## src/hw/rtl/gpioc_pkg.sv

```systemverilog
package gpioc_pkg;

   // Item operation codes; the fourth code of the field does nothing
   typedef enum logic [1:0] {
      OP_READ   = 2'd0,
      OP_WRITE  = 2'd1,
      OP_SAMPLE = 2'd2
   } op_type;

   // Sequencer states
   typedef enum logic {
      ST_IDLE = 1'b0,
      ST_EXEC = 1'b1
   } state_type;

   // Register group hit by a bus address
   typedef enum logic [2:0] {
      TGT_NONE  = 3'd0,
      TGT_OUT   = 3'd1,
      TGT_ENA   = 3'd2,
      TGT_STS   = 3'd3,
      TGT_INPUT = 3'd4,
      TGT_INT   = 3'd5,
      TGT_PIN   = 3'd6
   } target_type;

   // Access flavor inside a direct/set/clear group
   typedef enum logic [1:0] {
      KIND_DIRECT = 2'd0,
      KIND_SET    = 2'd1,
      KIND_CLEAR  = 2'd2
   } kind_type;

   typedef struct packed {
      target_type target;
      logic       hi;
      kind_type   kind;
   } decode_type;

   // Register word indexes (byte offset / 4)
   localparam logic [6:0] OUT_BASE_WORD   = 7'h01;  // 0x04
   localparam logic [6:0] ENA_BASE_WORD   = 7'h08;  // 0x20
   localparam logic [6:0] STS_BASE_WORD   = 7'h11;  // 0x44
   localparam logic [6:0] INPUT_LO_WORD   = 7'h0f;  // 0x3c
   localparam logic [6:0] INPUT_HI_WORD   = 7'h10;  // 0x40
   localparam logic [6:0] INT_LO_WORD_V0  = 7'h18;  // 0x60
   localparam logic [6:0] INT_HI_WORD_V0  = 7'h1d;  // 0x74
   localparam logic [6:0] INT_LO_WORD_V1  = 7'h17;  // 0x5c
   localparam logic [6:0] INT_HI_WORD_V1  = 7'h1a;  // 0x68
   localparam logic [6:0] PIN_BASE_WORD_V0 = 7'h22; // 0x88
   localparam logic [6:0] PIN_BASE_WORD_V1 = 7'h1d; // 0x74
   localparam logic [6:0] GROUP_WORDS     = 7'd6;

   // Pin count of the small variant
   localparam int SMALL_PINS = 40;

   // Pin word fields
   localparam int OD_POS      = 2;
   localparam int TYPE_LSB    = 7;
   localparam int EN_LO_POS   = 13;
   localparam int EN_HI_POS   = 15;

   // Interrupt types
   localparam logic [2:0] TYPE_RISE = 3'd1;
   localparam logic [2:0] TYPE_FALL = 3'd2;
   localparam logic [2:0] TYPE_ANY  = 3'd3;
   localparam logic [2:0] TYPE_LOW  = 3'd4;
   localparam logic [2:0] TYPE_HIGH = 3'd5;

endpackage

```

## src/hw/rtl/gpioc_ram.sv

```systemverilog
module gpioc_ram #(
   parameter int WIDTH = 32,
   parameter int DEPTH = 49
) (
   input  logic                     clock,
   input  logic                     wr_en,
   input  logic [$clog2(DEPTH)-1:0] wr_addr,
   input  logic [WIDTH-1:0]         wr_data,
   input  logic                     rd_en,
   input  logic [$clog2(DEPTH)-1:0] rd_addr,
   output logic [WIDTH-1:0]         rd_data
);

   logic [WIDTH-1:0] mem_ff [DEPTH];
   logic [WIDTH-1:0] rd_data_ff;

   // Write port
   always_ff @(posedge clock) begin
      if (wr_en) begin
         mem_ff[wr_addr] <= wr_data;
      end
   end

   // Registered read port
   always_ff @(posedge clock) begin
      if (rd_en) begin
         rd_data_ff <= mem_ff[rd_addr];
      end
   end

   assign rd_data = rd_data_ff;

endmodule

```

## src/hw/rtl/gpioc_decode.sv

```systemverilog
module gpioc_decode #(
   parameter int MAX_PINS = 49
) (
   input  logic                        variant,
   input  logic [8:0]                  address,
   output gpioc_pkg::decode_type       dec,
   output logic [$clog2(MAX_PINS)-1:0] pin_idx
);

   localparam int IDX_W = $clog2(MAX_PINS);
   localparam int PC0   = (MAX_PINS < gpioc_pkg::SMALL_PINS) ? MAX_PINS
                                                            : gpioc_pkg::SMALL_PINS;

   logic [6:0] word;
   logic [6:0] off_out;
   logic [6:0] off_ena;
   logic [6:0] off_sts;
   logic [6:0] pin_start;
   logic [6:0] pin_off;
   logic [6:0] pin_cnt;
   logic [6:0] int_lo;
   logic [6:0] int_hi;
   logic       hit_out;
   logic       hit_ena;
   logic       hit_sts;
   logic       hit_pin;

   // Map a group word offset to its access flavor
   function automatic gpioc_pkg::kind_type kind_of(input logic [6:0] off);
      gpioc_pkg::kind_type k;
      case (off[2:0])
         3'd0, 3'd3: k = gpioc_pkg::KIND_DIRECT;
         3'd1, 3'd4: k = gpioc_pkg::KIND_SET;
         default:    k = gpioc_pkg::KIND_CLEAR;
      endcase
      return k;
   endfunction

   // Offsets and range checks
   always_comb begin
      word      = address[8:2];
      off_out   = word - gpioc_pkg::OUT_BASE_WORD;
      off_ena   = word - gpioc_pkg::ENA_BASE_WORD;
      off_sts   = word - gpioc_pkg::STS_BASE_WORD;
      hit_out   = (word >= gpioc_pkg::OUT_BASE_WORD) && (off_out < gpioc_pkg::GROUP_WORDS);
      hit_ena   = (word >= gpioc_pkg::ENA_BASE_WORD) && (off_ena < gpioc_pkg::GROUP_WORDS);
      hit_sts   = (word >= gpioc_pkg::STS_BASE_WORD) && (off_sts < gpioc_pkg::GROUP_WORDS);
      pin_start = variant ? gpioc_pkg::PIN_BASE_WORD_V1 : gpioc_pkg::PIN_BASE_WORD_V0;
      int_lo    = variant ? gpioc_pkg::INT_LO_WORD_V1 : gpioc_pkg::INT_LO_WORD_V0;
      int_hi    = variant ? gpioc_pkg::INT_HI_WORD_V1 : gpioc_pkg::INT_HI_WORD_V0;
      pin_cnt   = variant ? 7'(MAX_PINS) : 7'(PC0);
      pin_off   = word - pin_start;
      hit_pin   = (word >= pin_start) && (pin_off < pin_cnt);
      pin_idx   = pin_off[IDX_W-1:0];
   end

   // Pick the first group that claims the address
   always_comb begin
      dec.target = gpioc_pkg::TGT_NONE;
      dec.hi     = 1'b0;
      dec.kind   = gpioc_pkg::KIND_DIRECT;
      priority if (hit_out) begin
         dec.target = gpioc_pkg::TGT_OUT;
         dec.hi     = (off_out >= 7'd3);
         dec.kind   = kind_of(off_out);
      end else if (hit_ena) begin
         dec.target = gpioc_pkg::TGT_ENA;
         dec.hi     = (off_ena >= 7'd3);
         dec.kind   = kind_of(off_ena);
      end else if (hit_sts) begin
         dec.target = gpioc_pkg::TGT_STS;
         dec.hi     = (off_sts >= 7'd3);
         dec.kind   = kind_of(off_sts);
      end else if ((word == gpioc_pkg::INPUT_LO_WORD) || (word == gpioc_pkg::INPUT_HI_WORD)) begin
         dec.target = gpioc_pkg::TGT_INPUT;
         dec.hi     = (word == gpioc_pkg::INPUT_HI_WORD);
      end else if ((word == int_lo) || (word == int_hi)) begin
         dec.target = gpioc_pkg::TGT_INT;
         dec.hi     = (word == int_hi);
      end else if (hit_pin) begin
         dec.target = gpioc_pkg::TGT_PIN;
      end else begin
         dec.target = gpioc_pkg::TGT_NONE;
      end
   end

endmodule

```

## src/hw/rtl/gpio_controller_with_pin_interrupts_core.sv

```systemverilog
// Channel   | Ports                                   | Handshake
// ----------+-----------------------------------------+-------------------------------
// request   | req_operation/address/write_data/       | start && !busy
//           | pin_levels                              |
// response  | rsp_read_data/irq/bad_address/          | rsp_valid, one cycle, no stall
//           | drive_value/drive_enable/open_drain     |
// csr       | csr_chip_variant                        | csr_valid && csr_ready
//
// Each item reads the pin word memory at accept, then modifies state and writes back
// in the execute state; the registered read port of the pin word memory sets this order.
// The result strobes in the cycle after execute, while the next item may be accepted.
// Reset clears all pin state; pin words not yet written read as zero via valid bits.
// The result cannot be stalled; csr writes are taken only between items.
module gpio_controller_with_pin_interrupts_core #(
   parameter int MAX_PINS = 49
) (
   input  logic                clock,
   input  logic                reset,
   input  logic                start,
   output logic                busy,
   input  logic [1:0]          req_operation,
   input  logic [8:0]          req_address,
   input  logic [31:0]         req_write_data,
   input  logic [MAX_PINS-1:0] req_pin_levels,
   output logic                rsp_valid,
   output logic [31:0]         rsp_read_data,
   output logic                rsp_irq,
   output logic                rsp_bad_address,
   output logic [MAX_PINS-1:0] rsp_drive_value,
   output logic [MAX_PINS-1:0] rsp_drive_enable,
   output logic [MAX_PINS-1:0] rsp_open_drain,
   input  logic                csr_valid,
   output logic                csr_ready,
   input  logic                csr_chip_variant
);

   localparam int IDX_W = $clog2(MAX_PINS);
   localparam int PC0   = (MAX_PINS < gpioc_pkg::SMALL_PINS) ? MAX_PINS
                                                            : gpioc_pkg::SMALL_PINS;
   localparam logic [MAX_PINS-1:0] ACT0 = MAX_PINS'((65'd1 << PC0) - 65'd1);

   gpioc_pkg::state_type  state_ff, state_in;
   logic                  accept;
   logic                  variant_ff;

   // Latched item
   gpioc_pkg::op_type     op_ff;
   logic [31:0]           wdata_ff;
   logic [MAX_PINS-1:0]   levels_ff;
   gpioc_pkg::decode_type dec_ff;
   logic [IDX_W-1:0]      idx_ff;
   gpioc_pkg::decode_type dec;
   logic [IDX_W-1:0]      pin_idx;

   // Pin state
   logic [MAX_PINS-1:0]   out_ff, out_in;
   logic [MAX_PINS-1:0]   ena_ff, ena_in;
   logic [MAX_PINS-1:0]   sts_ff, sts_in;
   logic [MAX_PINS-1:0]   last_ff, last_in;
   logic [MAX_PINS-1:0]   od_ff, od_in;
   logic [MAX_PINS-1:0]   en_lo_ff, en_lo_in;
   logic [MAX_PINS-1:0]   en_hi_ff, en_hi_in;
   logic [MAX_PINS-1:0]   valid_ff, valid_in;
   logic [2:0]            type_ff [MAX_PINS];
   logic [2:0]            type_in [MAX_PINS];

   // Pin word memory
   logic                  ram_we;
   logic [31:0]           ram_rdata;

   // Result registers
   logic                  rsp_valid_ff;
   logic [31:0]           rsp_read_data_ff, rsp_read_data_in;
   logic                  rsp_irq_ff, rsp_irq_in;
   logic                  rsp_bad_ff, rsp_bad_in;
   logic [MAX_PINS-1:0]   rsp_drive_value_ff;
   logic [MAX_PINS-1:0]   rsp_drive_enable_ff;
   logic [MAX_PINS-1:0]   rsp_open_drain_ff;

   logic [MAX_PINS-1:0]   act;
   logic [MAX_PINS-1:0]   enabled_ff;
   logic [MAX_PINS-1:0]   enabled_in;
   logic [MAX_PINS-1:0]   lv;
   logic [63:0]           sh;

   // Apply a direct/set/clear write to one vector
   function automatic logic [MAX_PINS-1:0] apply_write(
      input logic [MAX_PINS-1:0] vec,
      input gpioc_pkg::kind_type kind,
      input logic                hi,
      input logic [63:0]         shv,
      input logic [MAX_PINS-1:0] mask
   );
      logic [63:0] v;
      v = 64'(vec);
      unique case (kind)
         gpioc_pkg::KIND_DIRECT: begin
            v = (v & (hi ? 64'h0000_0000_ffff_ffff : 64'hffff_ffff_0000_0000)) | shv;
         end
         gpioc_pkg::KIND_SET:    v = v | shv;
         gpioc_pkg::KIND_CLEAR:  v = v & ~shv;
         default:                v = v;
      endcase
      return v[MAX_PINS-1:0] & mask;
   endfunction

   // Pick the low or high 32-bit group of a vector
   function automatic logic [31:0] group_word(input logic [MAX_PINS-1:0] vec,
                                              input logic hi);
      logic [63:0] v;
      v = 64'(vec);
      return hi ? v[63:32] : v[31:0];
   endfunction

   // Address decode of the incoming item
   gpioc_decode #(
      .MAX_PINS (MAX_PINS)
   ) u_decode (
      .variant (variant_ff),
      .address (req_address),
      .dec     (dec),
      .pin_idx (pin_idx)
   );

   // Pin word memory: read at accept, write back in the execute cycle
   gpioc_ram #(
      .WIDTH (32),
      .DEPTH (MAX_PINS)
   ) u_pin_ram (
      .clock   (clock),
      .wr_en   (ram_we),
      .wr_addr (idx_ff),
      .wr_data (wdata_ff),
      .rd_en   (accept),
      .rd_addr (pin_idx),
      .rd_data (ram_rdata)
   );

   // Next state
   always_comb begin
      unique case (state_ff)
         gpioc_pkg::ST_IDLE: state_in = accept ? gpioc_pkg::ST_EXEC : gpioc_pkg::ST_IDLE;
         gpioc_pkg::ST_EXEC: state_in = gpioc_pkg::ST_IDLE;
         default:            state_in = gpioc_pkg::ST_IDLE;
      endcase
   end

   // Handshake outputs
   always_comb begin
      busy      = (state_ff == gpioc_pkg::ST_EXEC);
      accept    = start && !busy;
      csr_ready = !busy && !start;
   end

   // Masks shared by the execute logic
   always_comb begin
      act        = variant_ff ? {MAX_PINS{1'b1}} : ACT0;
      enabled_ff = variant_ff ? en_lo_ff : (en_lo_ff | en_hi_ff);
      lv         = levels_ff & act;
      sh         = dec_ff.hi ? {wdata_ff, 32'h0} : {32'h0, wdata_ff};
   end

   // Execute: read, modify and write back
   always_comb begin
      out_in           = out_ff;
      ena_in           = ena_ff;
      sts_in           = sts_ff;
      last_in          = last_ff;
      od_in            = od_ff;
      en_lo_in         = en_lo_ff;
      en_hi_in         = en_hi_ff;
      valid_in         = valid_ff;
      type_in          = type_ff;
      ram_we           = 1'b0;
      rsp_read_data_in = 32'h0;
      rsp_bad_in       = 1'b0;
      if (state_ff == gpioc_pkg::ST_EXEC) begin
         case (op_ff)
            gpioc_pkg::OP_READ: begin
               unique case (dec_ff.target)
                  gpioc_pkg::TGT_OUT: begin
                     if (dec_ff.kind == gpioc_pkg::KIND_DIRECT) begin
                        rsp_read_data_in = group_word(out_ff & act, dec_ff.hi);
                     end
                  end
                  gpioc_pkg::TGT_ENA: begin
                     if (dec_ff.kind == gpioc_pkg::KIND_DIRECT) begin
                        rsp_read_data_in = group_word(ena_ff & act, dec_ff.hi);
                     end
                  end
                  gpioc_pkg::TGT_STS: begin
                     if (dec_ff.kind == gpioc_pkg::KIND_DIRECT) begin
                        rsp_read_data_in = group_word(sts_ff & act, dec_ff.hi);
                     end
                  end
                  gpioc_pkg::TGT_INPUT: rsp_read_data_in = group_word(last_ff & act, dec_ff.hi);
                  gpioc_pkg::TGT_INT: begin
                     rsp_read_data_in = group_word(sts_ff & enabled_ff & act, dec_ff.hi);
                  end
                  gpioc_pkg::TGT_PIN: rsp_read_data_in = valid_ff[idx_ff] ? ram_rdata : 32'h0;
                  default:            rsp_bad_in = 1'b1;
               endcase
            end
            gpioc_pkg::OP_WRITE: begin
               unique case (dec_ff.target)
                  gpioc_pkg::TGT_OUT: out_in = apply_write(out_ff, dec_ff.kind, dec_ff.hi, sh, act);
                  gpioc_pkg::TGT_ENA: ena_in = apply_write(ena_ff, dec_ff.kind, dec_ff.hi, sh, act);
                  gpioc_pkg::TGT_STS: sts_in = apply_write(sts_ff, dec_ff.kind, dec_ff.hi, sh, act);
                  gpioc_pkg::TGT_INPUT, gpioc_pkg::TGT_INT: begin
                     ram_we = 1'b0;
                  end
                  gpioc_pkg::TGT_PIN: begin
                     ram_we            = 1'b1;
                     valid_in[idx_ff]  = 1'b1;
                     od_in[idx_ff]     = wdata_ff[gpioc_pkg::OD_POS];
                     en_lo_in[idx_ff]  = wdata_ff[gpioc_pkg::EN_LO_POS];
                     en_hi_in[idx_ff]  = wdata_ff[gpioc_pkg::EN_HI_POS];
                     type_in[idx_ff]   = wdata_ff[gpioc_pkg::TYPE_LSB +: 3];
                  end
                  default: rsp_bad_in = 1'b1;
               endcase
            end
            gpioc_pkg::OP_SAMPLE: begin
               // Record edges and levels per pin
               for (int i = 0; i < MAX_PINS; i++) begin
                  unique case (type_ff[i])
                     gpioc_pkg::TYPE_RISE: sts_in[i] = sts_ff[i] | (lv[i] & !last_ff[i]);
                     gpioc_pkg::TYPE_FALL: sts_in[i] = sts_ff[i] | (!lv[i] & last_ff[i]);
                     gpioc_pkg::TYPE_ANY:  sts_in[i] = sts_ff[i] | (lv[i] ^ last_ff[i]);
                     gpioc_pkg::TYPE_LOW:  sts_in[i] = sts_ff[i] | !lv[i];
                     gpioc_pkg::TYPE_HIGH: sts_in[i] = sts_ff[i] | lv[i];
                     default:              sts_in[i] = sts_ff[i];
                  endcase
               end
               sts_in  = sts_in & act;
               last_in = lv;
            end
            default: begin
               ram_we = 1'b0;
            end
         endcase
      end
      enabled_in = variant_ff ? en_lo_in : (en_lo_in | en_hi_in);
      rsp_irq_in = |(sts_in & enabled_in & act);
   end

   // Control and pin state
   always_ff @(posedge clock) begin
      if (reset) begin
         state_ff     <= gpioc_pkg::ST_IDLE;
         variant_ff   <= 1'b0;
         rsp_valid_ff <= 1'b0;
         out_ff       <= '0;
         ena_ff       <= '0;
         sts_ff       <= '0;
         last_ff      <= '0;
         od_ff        <= '0;
         en_lo_ff     <= '0;
         en_hi_ff     <= '0;
         valid_ff     <= '0;
         for (int i = 0; i < MAX_PINS; i++) begin
            type_ff[i] <= 3'd0;
         end
      end else begin
         state_ff     <= state_in;
         rsp_valid_ff <= (state_ff == gpioc_pkg::ST_EXEC);
         if (csr_valid && csr_ready) begin
            variant_ff <= csr_chip_variant;
         end
         out_ff   <= out_in;
         ena_ff   <= ena_in;
         sts_ff   <= sts_in;
         last_ff  <= last_in;
         od_ff    <= od_in;
         en_lo_ff <= en_lo_in;
         en_hi_ff <= en_hi_in;
         valid_ff <= valid_in;
         type_ff  <= type_in;
      end
   end

   // Hold the accepted item
   always_ff @(posedge clock) begin
      if (accept) begin
         op_ff     <= gpioc_pkg::op_type'(req_operation);
         wdata_ff  <= req_write_data;
         levels_ff <= req_pin_levels;
         dec_ff    <= dec;
         idx_ff    <= pin_idx;
      end
   end

   // Capture the result at the end of execute
   always_ff @(posedge clock) begin
      if (state_ff == gpioc_pkg::ST_EXEC) begin
         rsp_read_data_ff    <= rsp_read_data_in;
         rsp_irq_ff          <= rsp_irq_in;
         rsp_bad_ff          <= rsp_bad_in;
         rsp_drive_value_ff  <= out_in & act;
         rsp_drive_enable_ff <= ena_in & act;
         rsp_open_drain_ff   <= od_in & act;
      end
   end

   assign rsp_valid        = rsp_valid_ff;
   assign rsp_read_data    = rsp_read_data_ff;
   assign rsp_irq          = rsp_irq_ff;
   assign rsp_bad_address  = rsp_bad_ff;
   assign rsp_drive_value  = rsp_drive_value_ff;
   assign rsp_drive_enable = rsp_drive_enable_ff;
   assign rsp_open_drain   = rsp_open_drain_ff;

   // Every accepted item yields its result once its execute state has passed
   a_accept_to_rsp: assert property (@(posedge clock) disable iff (reset)
      accept |=> ##1 rsp_valid_ff)
      else $error("accepted item produced no result");

   // A result only follows an execute cycle
   a_rsp_after_exec: assert property (@(posedge clock) disable iff (reset)
      rsp_valid_ff |-> $past(state_ff == gpioc_pkg::ST_EXEC))
      else $error("result without execute cycle");

   // Writes and samples return no read data
   a_no_data_on_write: assert property (@(posedge clock) disable iff (reset)
      (rsp_valid_ff && (op_ff != gpioc_pkg::OP_READ)) |-> (rsp_read_data_ff == 32'h0))
      else $error("read data on non-read item");

   // Irq matches the stored status and enables
   a_irq_state: assert property (@(posedge clock) disable iff (reset)
      rsp_valid_ff |-> (rsp_irq_ff == (|(sts_ff & enabled_ff & act))))
      else $error("irq disagrees with status");

   // Inactive pins of the small variant drive nothing
   a_inactive_pins: assert property (@(posedge clock) disable iff (reset)
      (rsp_valid_ff && !variant_ff) |->
         (((rsp_drive_value_ff | rsp_drive_enable_ff | rsp_open_drain_ff) & ~ACT0) == '0))
      else $error("inactive pin driven");

endmodule
```

## config.mk

```make
export PLATFORM = sky130hd
export DESIGN_NAME = gpio_controller_with_pin_interrupts_core
export DESIGN_NICKNAME = d
export VERILOG_FILES = /design/src/hw/rtl/gpioc_pkg.sv /design/src/hw/rtl/gpioc_ram.sv /design/src/hw/rtl/gpioc_decode.sv /design/src/hw/rtl/gpio_controller_with_pin_interrupts_core.sv
export SDC_FILE = /design/constraint.sdc
export NUM_CORES = 2
export LEC_CHECK = 0
export BUFFER_PORTS_ARGS = -buffer_cell sky130_fd_sc_hd__buf_4
export CORE_ASPECT_RATIO = 2
export CORE_UTILIZATION = 45
export DETAILED_ROUTE_END_ITERATION = 6
export GPL_ROUTABILITY_DRIVEN = 0
export HOLD_SLACK_MARGIN = 0.15
export PLACE_DENSITY = 0.7
export SYNTH_ARGS = -nofsm -noshare
export SYNTH_HDL_FRONTEND = slang
export SYNTH_HIERARCHICAL = 1
export SYNTH_SLANG_ARGS = --single-unit
export TNS_END_PERCENT = 1
```

## constraint.sdc

```tcl
create_clock -name clock -period 11.05 [get_ports clock]
set_input_delay 1.105 -clock clock [delete_from_list [all_inputs] [get_ports clock]]
set_output_delay 1.105 -clock clock [all_outputs]
set_load 0.005 [all_outputs]
```

=== After elaboration in Yosys (flattened, before gate mapping) ===
Memory sizes are Yosys's and may differ from the RTL's. A register that Yosys moved wholly into a read port is not among the register bits.
Index checks and enable logic that the tools add are counted.

* Logic and storage cells: 1141
* Memory bits (writable): 1568
* Bits in latches: 0
* Bits in registers: 818
* Output and inout port bits: 184
* Bits of input ports: 97
* Bits in read-only memories: 0
* Memories: 1

* Mux-type cells: 225
* Reduce and logical (&&, ||, !) cells: 128
* Div/mod/pow operators: 0
* Equal/unequal tests: 268
* Bitwise gates (word level): 426
* Add/subtract/negate cells: 4
* $mul: 0
* Shifts and indexed selects: 0
* Order comparisons: 15

{| class="wikitable"
|+ Memories
! memory !! depth !! width !! read ports !! clocked after Yosys merged registers in !! wr ports !! line !! source
|-
| u_pin_ram.mem_ff || 49 || 32 || 1 || 1 || 1 || gpioc_ram.sv:14 || <nowiki>logic [WIDTH-1:0] mem_ff [DEPTH];</nowiki>
|}

{| class="wikitable"
|+ Operator list
! cell !! count
|-
| $mux W49 || 31
|-
| $and A49 B49 Y49 || 22
|-
| $or A49 B49 Y49 || 9
|-
| $pmux W49 S3 || 3
|-
| $eq A3 B3 Y1 const B || 104
|-
| $eq A3 B2 Y1 const B || 103
|-
| $mux W32 || 9
|-
| $or A1 B1 Y1 || 245
|-
| $pmux W1 S5 || 49
|-
| $pmux W32 S6 || 1
|-
| $eq A3 B1 Y1 const B || 53
|-
| $bwmux W147 || 1
|-
| $bwmux W49 || 3
|-
| $mux W1 || 108
|-
| $logic_not A1 Y1 || 100
|-
| $and A1 B1 Y1 || 98
|-
| $pmux W49 S2 || 1
|-
| $not A49 Y49 || 1
|-
| $reduce_or A49 Y1 || 1
|-
| $xor A1 B1 Y1 || 49
|-
| $ge A7 B2 Y1 const B || 3
|-
| $lt A7 B3 Y1 const B || 3
|-
| $demux W3 S6 || 1
|-
| $mux W3 || 6
|-
| other kinds (37) || 62
|}

=== Longest topological paths before layout ===
* Depth after elaboration: 14
* Gate-level depth with buffers: 15
* Mapped depth without buffers: 13

=== Cells and area by module ===
Netlist, hierarchy kept.

{| class="wikitable"
|+ By module, submodules not included
! module !! area an instance (µm²) !! cells an instance !! sequential area each (µm²) !! times used
|-
| gpioc_ram || 60835.8 || 2704 || 48046.1 || 1
|-
| gpio_controller_with_pin_interrupts_core || 38475.7 || 4028 || 18958.2 || 1
|-
| gpioc_decode || 922.1 || 133 || 0.0 || 1
|}

=== Least setup slack after synthesis ===
Ideal clock, no wire load.

* Path kind: register -> register
* Start: register state_ff (netlist: busy)
* End: register dec_ff[0] in the netlist's numbering (enable)
* Data arrival time: 8.864 ns
* Clock period less this slack: 9.492 ns
* Cell stages (with the launch flop): 4
* Setup slack: 1.558 ns
* Setup time: 0.628 ns
* Data required time: 10.422 ns
* Buffers on the path: 2
* Path through: dfxtp_1 buf_2 clkbuf_1 nor2b_1

* Cells in the longest elaborated chain, start to end: 2

{| class="wikitable"
|+ RTL lines
! item !! line !! source
|-
| start, declared || gpio_controller_with_pin_interrupts_core.sv:42 || <nowiki>gpioc_pkg::state_type state_ff, state_in;</nowiki>
|-
| start signal, assigned || gpio_controller_with_pin_interrupts_core.sv:250 || <nowiki>state_ff <= gpioc_pkg::ST_IDLE;</nowiki>
|-
| start signal, assigned || gpio_controller_with_pin_interrupts_core.sv:265 || <nowiki>state_ff <= state_in;</nowiki>
|-
| $logic_not A1 Y1 || gpio_controller_with_pin_interrupts_core.sv:151 || <nowiki>accept = start && !busy;</nowiki>
|-
| $logic_and A1 B1 Y1 || gpio_controller_with_pin_interrupts_core.sv:151 ||
|-
| net accept || gpio_controller_with_pin_interrupts_core.sv:43 || <nowiki>logic accept;</nowiki>
|-
| end signal, assigned || gpio_controller_with_pin_interrupts_core.sv:288 || <nowiki>dec_ff <= dec;</nowiki>
|-
| end, declared || gpio_controller_with_pin_interrupts_core.sv:50 || <nowiki>gpioc_pkg::decode_type dec_ff;</nowiki>
|}

The timed path passes the listed nets, and every way through them passes these cells.
A chain may end at the register's enable or synchronous reset.

=== Worst setup path in the final report ===
* Start: register variant_ff
* End: register u_pin_ram.rd_data_ff[4] (netlist: u_pin_ram/rd_data[4]), read port of u_pin_ram.mem_ff (data pin)

* Cells in the longest elaborated chain, start to end: 2

{| class="wikitable"
|+ RTL lines
! item !! line !! source
|-
| start, declared || gpio_controller_with_pin_interrupts_core.sv:44 || <nowiki>logic variant_ff;</nowiki>
|-
| start signal, assigned || gpio_controller_with_pin_interrupts_core.sv:268 || <nowiki>variant_ff <= csr_chip_variant;</nowiki>
|-
| $mux W6 || gpioc_decode.sv:48 || <nowiki>pin_start = variant ? gpioc_pkg::PIN_BASE_WORD_V1 : gpioc_pkg::PIN_BASE_WORD_V0;</nowiki>
|-
| $sub A7 B7 Y7 || gpioc_decode.sv:52 || <nowiki>pin_off = word - pin_start;</nowiki>
|-
| net pin_idx[5] || gpio_controller_with_pin_interrupts_core.sv:53 || <nowiki>logic [IDX_W-1:0] pin_idx;</nowiki>
|-
| end, declared || gpioc_ram.sv:15 || <nowiki>logic [WIDTH-1:0] rd_data_ff;</nowiki>
|}

The timed path passes the listed nets, and every way through them passes these cells.

==> flow_summary_export.csv <==
group,metric,value,unit
outcome,status,"complete, but fails checks",
outcome,failed_checks,"DRC, capacitance limit, slew limit",
clock_network,clock-sinks,2409,
synth,synthSimpleGateAreaFrac,8.08,%
synth,async_reset_ff_share,0,%
synth,ys_seq_elements,2409,
power,power.density,170,mW/mm^2
finish,top_register,"u_pin_ram/mem_ff",
synth,ys_top_cells_by_count,"1876 x edfxtp_1, 565 x nor2_1, 533 x dfxtp_1",
global_route,use_met2,47.0,%
global_route,use_met3,7.53,%
power,p_sw,4.64,mW
setup_path,r2r_slack,5.71,ns
finish,reg.largest.list,"u_pin_ram/mem_ff (1568), type_ff (147)",
setup_path,cpMostUsedCell,"buf_4",
global_route,grt.overflow.total,0,
place,dp_hpwl,207000,um
clock_network,cts_max_level,4,
synth,syn_nets,7083,
sta,setup_viol,0,
setup_path,start_kind,"flip-flop",
synth,synth_compound_area_share,8.55,%
clock_network,tritoncts,"built",
routing,drt_pass1_iterations,7,
power,p_comb_share,9.0,%
clock_network,cts.path.max_buffers,4,
setup_path,crit_path_end_kind,"flip-flop",
clock_network,postCtsSetupBuffers,0,
global_route,met1_usage,29.9,%
finish,area_growth,12.8,%
setup_path,rr_startpoint,"variant_ff",
global_route,busiest_layer,"met2",
power,internal-power,14.6,mW
setup_path,crit_start,"variant_ff",
synth,synth_top_family_by_area,"multiplexers",
synth,synth_ff_type,"edfxtp_1",
sta,hold_slack,0.388,ns
sta,fmaxAchievable,187,MHz
synth,syn_inst,6865,
setup_path,crit_fanout,37,
routing,antenna_left,0,
sta,drv_slew,17,
setup_path,arrival,5.93,ns
sta,rsz0062_at_grt,"no",
routing,drcViolationCount,2,
synth,synth-xor-area-share,0.105,%
synth,synth_top_area_share,56.2,%
synth,ys_seq_area_share,66.8,%
global_route,grt_pass1_vias,63700,
floorplan,start_util,45.3,%
routing,post_drt_wl_per_cell,31.9,um
floorplan,die_w,336,um
finish,post_route_cells_drive_above_1_share,19.2,%
setup_path,crit_required,11.63,ns
floorplan,core,0.221,sq mm
synth,synth_edf_count,1876,
synth,synth-adder-area-share,1.52,%
sta,hold_viol,0,
sta,period_needed,5.34,ns
clock_network,cts_made_buffers,211,
sta,relSlewSlack,-7.12,%
power,power.total,19.2,mW
synth,synth.distinct_cells,98,
hold_path,hp-class,"in -> reg",
setup_path,cp_slowest_cell,"dfxtp_4",
power,leakage,37.3,nW
sta,period_share,48.4,%
global_route,grt_start_max_net_pins,126,
clock_network,clock_tree.root_cell,"clkbuf_16",
floorplan,pin_count,281,
synth,synthMostInstantiatedCell,"edfxtp_1",
sta,clock_skew,0.0618,ns
setup_path,setup.worst_path.class,"reg -> reg",
clock_network,clk_latency,0.90,ns
floorplan,die_h,669,um
sta,worst_slew_pin_slew,1.61,ns
routing,vias,64500,
synth,yosysTopAreaCell,"edfxtp_1",
global_route,antenna_found_initial,28,
global_route,grt_pass1_wl,459000,um
setup_path,max_stage_delay,0.65,ns
hold_path,min_from,"req_pin_levels[1]",
clock_network,ctsHoldBuffers,0,
floorplan,die_area,0.225,sq mm
finish,largest_reg_flops,1568,
setup_path,crit_chain,"inv_1 -> ha_1 -> a21o_1 -> a31oi_1 -> nand2_1 -> xor2_4 -> buf_4 -> buf_4 -> buf_4 -> mux2i_1 -> o21ai_0 -> o31ai_1 -> mux2i_1",
routing,viasPerCell,6.28,
clock_network,path_clk_slew,0.07,ns
global_route,track_usage,28.8,%
power,clkPwrFrac,39.2,%
finish,final_nets,7350,
sta,finalSetupTns,0,ns
floorplan,row_count,244,
routing,routed_wl,327000,um
clock_network,ctsResizeCount,0,
routing,drt_iter0_markers,7944,
place,portBuffers,278,
power,p_seq_share,51.8,%
synth,synthTopCellsByArea,"edfxtp_1 56%, dfxtp_1 11%, mux4_2 7.8%, mux2i_1 3.1%, nor2_1 2.1%",
power,peakVddDrop,0.145,mV
synth,netlist_area,0.100,sq mm
synth,synth_warnings,6,
run,maxCapViolations,4,
synth,synth_mux_area_share,12.1,%
synth,avgSynthCellArea,14.6,sq um
power,sw_frac_of_total,24.2,%
-- metrics by stage --
stage	setup slack, ns	std cells	area [sq um]	util, %
floorplan	1.56	6865	100000	-
global placement	5.53	9870	106000	48.1
detailed placement	5.48	9870	106000	48.1
CTS	5.87	10200	113000	51.1
global route	5.54	10300	113000	51.1
finish	5.71	10300	113000	51.2
-- final cells by class --
| cell class | instances | area (sq um) |
|---|---|---|
| diodes | 14 | 35.0 |
| clock buffers | 251 | 5530 |
| clock inverters | 127 | 1290 |
| fillers | 18200 | 108000 |
| inverters | 219 | 837 |
| multi-input cells | 3809 | 31000 |
| flip-flops and latches | 2409 | 67000 |
| well taps | 2952 | 3690 |
| repair buffers | 482 | 3730 |
-- worst max-delay path, delay by kind of cell (launching register included) --
family,cells,cell delay [ns]
and+or+nand+nor,1,0.17
xor gates and xnor gates,1,0.15
buffers and inverters,4,1.78
adders and majority gates,1,0.43
AOI/OAI and AO/OA,4,1.29
DFF,1,0.65
muxes,2,0.43
-- per-layer routing --
layer  share of wire (%)  wire, um
met5               0.041       134
met4                  11     36400
met3                 9.5     31200
met2                  48    157000
met1                  31    102000
-- cells by family after synthesis --
| logic type | count (synthesis) |
|---|---|
| XOR/XNOR | 12 |
| buffers and inverters | 647 |
| adder cells (fa/ha/maj) | 121 |
| flip-flops | 2409 |
| multiplexers | 762 |
| AO/OA/AOI/OAI | 1294 |
| AND/OR/NAND/NOR | 1620 |
-- path summary, 6_finish.rpt --
check / depth (start not counted) / endpoint
worst max-delay path: 13 / u_pin_ram/rd_data[4]
worst min-delay path: 1 / levels_ff[1]
worst max register to register: 13 / u_pin_ram/rd_data[4]
worst min register to register: 2 / valid_ff[20]
-- power groups by stage --
stage | Sequential (mW) | Clock, mW | Combinational (mW)
5_1_grt | 9.94 | 7.91 | 1.80
2_1_floorplan | 10.1 | 0 | 1.01
6_report | 9.95 | 7.52 | 1.73
3_3_place_gp | 10.1 | 0 | 1.67
4_1_cts | 9.94 | 7.61 | 1.70
3_5_place_dp | 10.1 | 0 | 1.70
-- cell usage in the layout, fill, tap and decap left out, types with 209 or more instances in the layout --
master        n
nand2_1     410
edfxtp_1   1876
mux4_2      347
a21oi_1     349
mux2i_1     306
clkbuf_16   213
nor2b_1     217
buf_4       472
nor2_1      512
o21ai_0     243
inv_1       209
dfxtp_1     531
No activity file was read; power rests on OpenSTA's default activity.
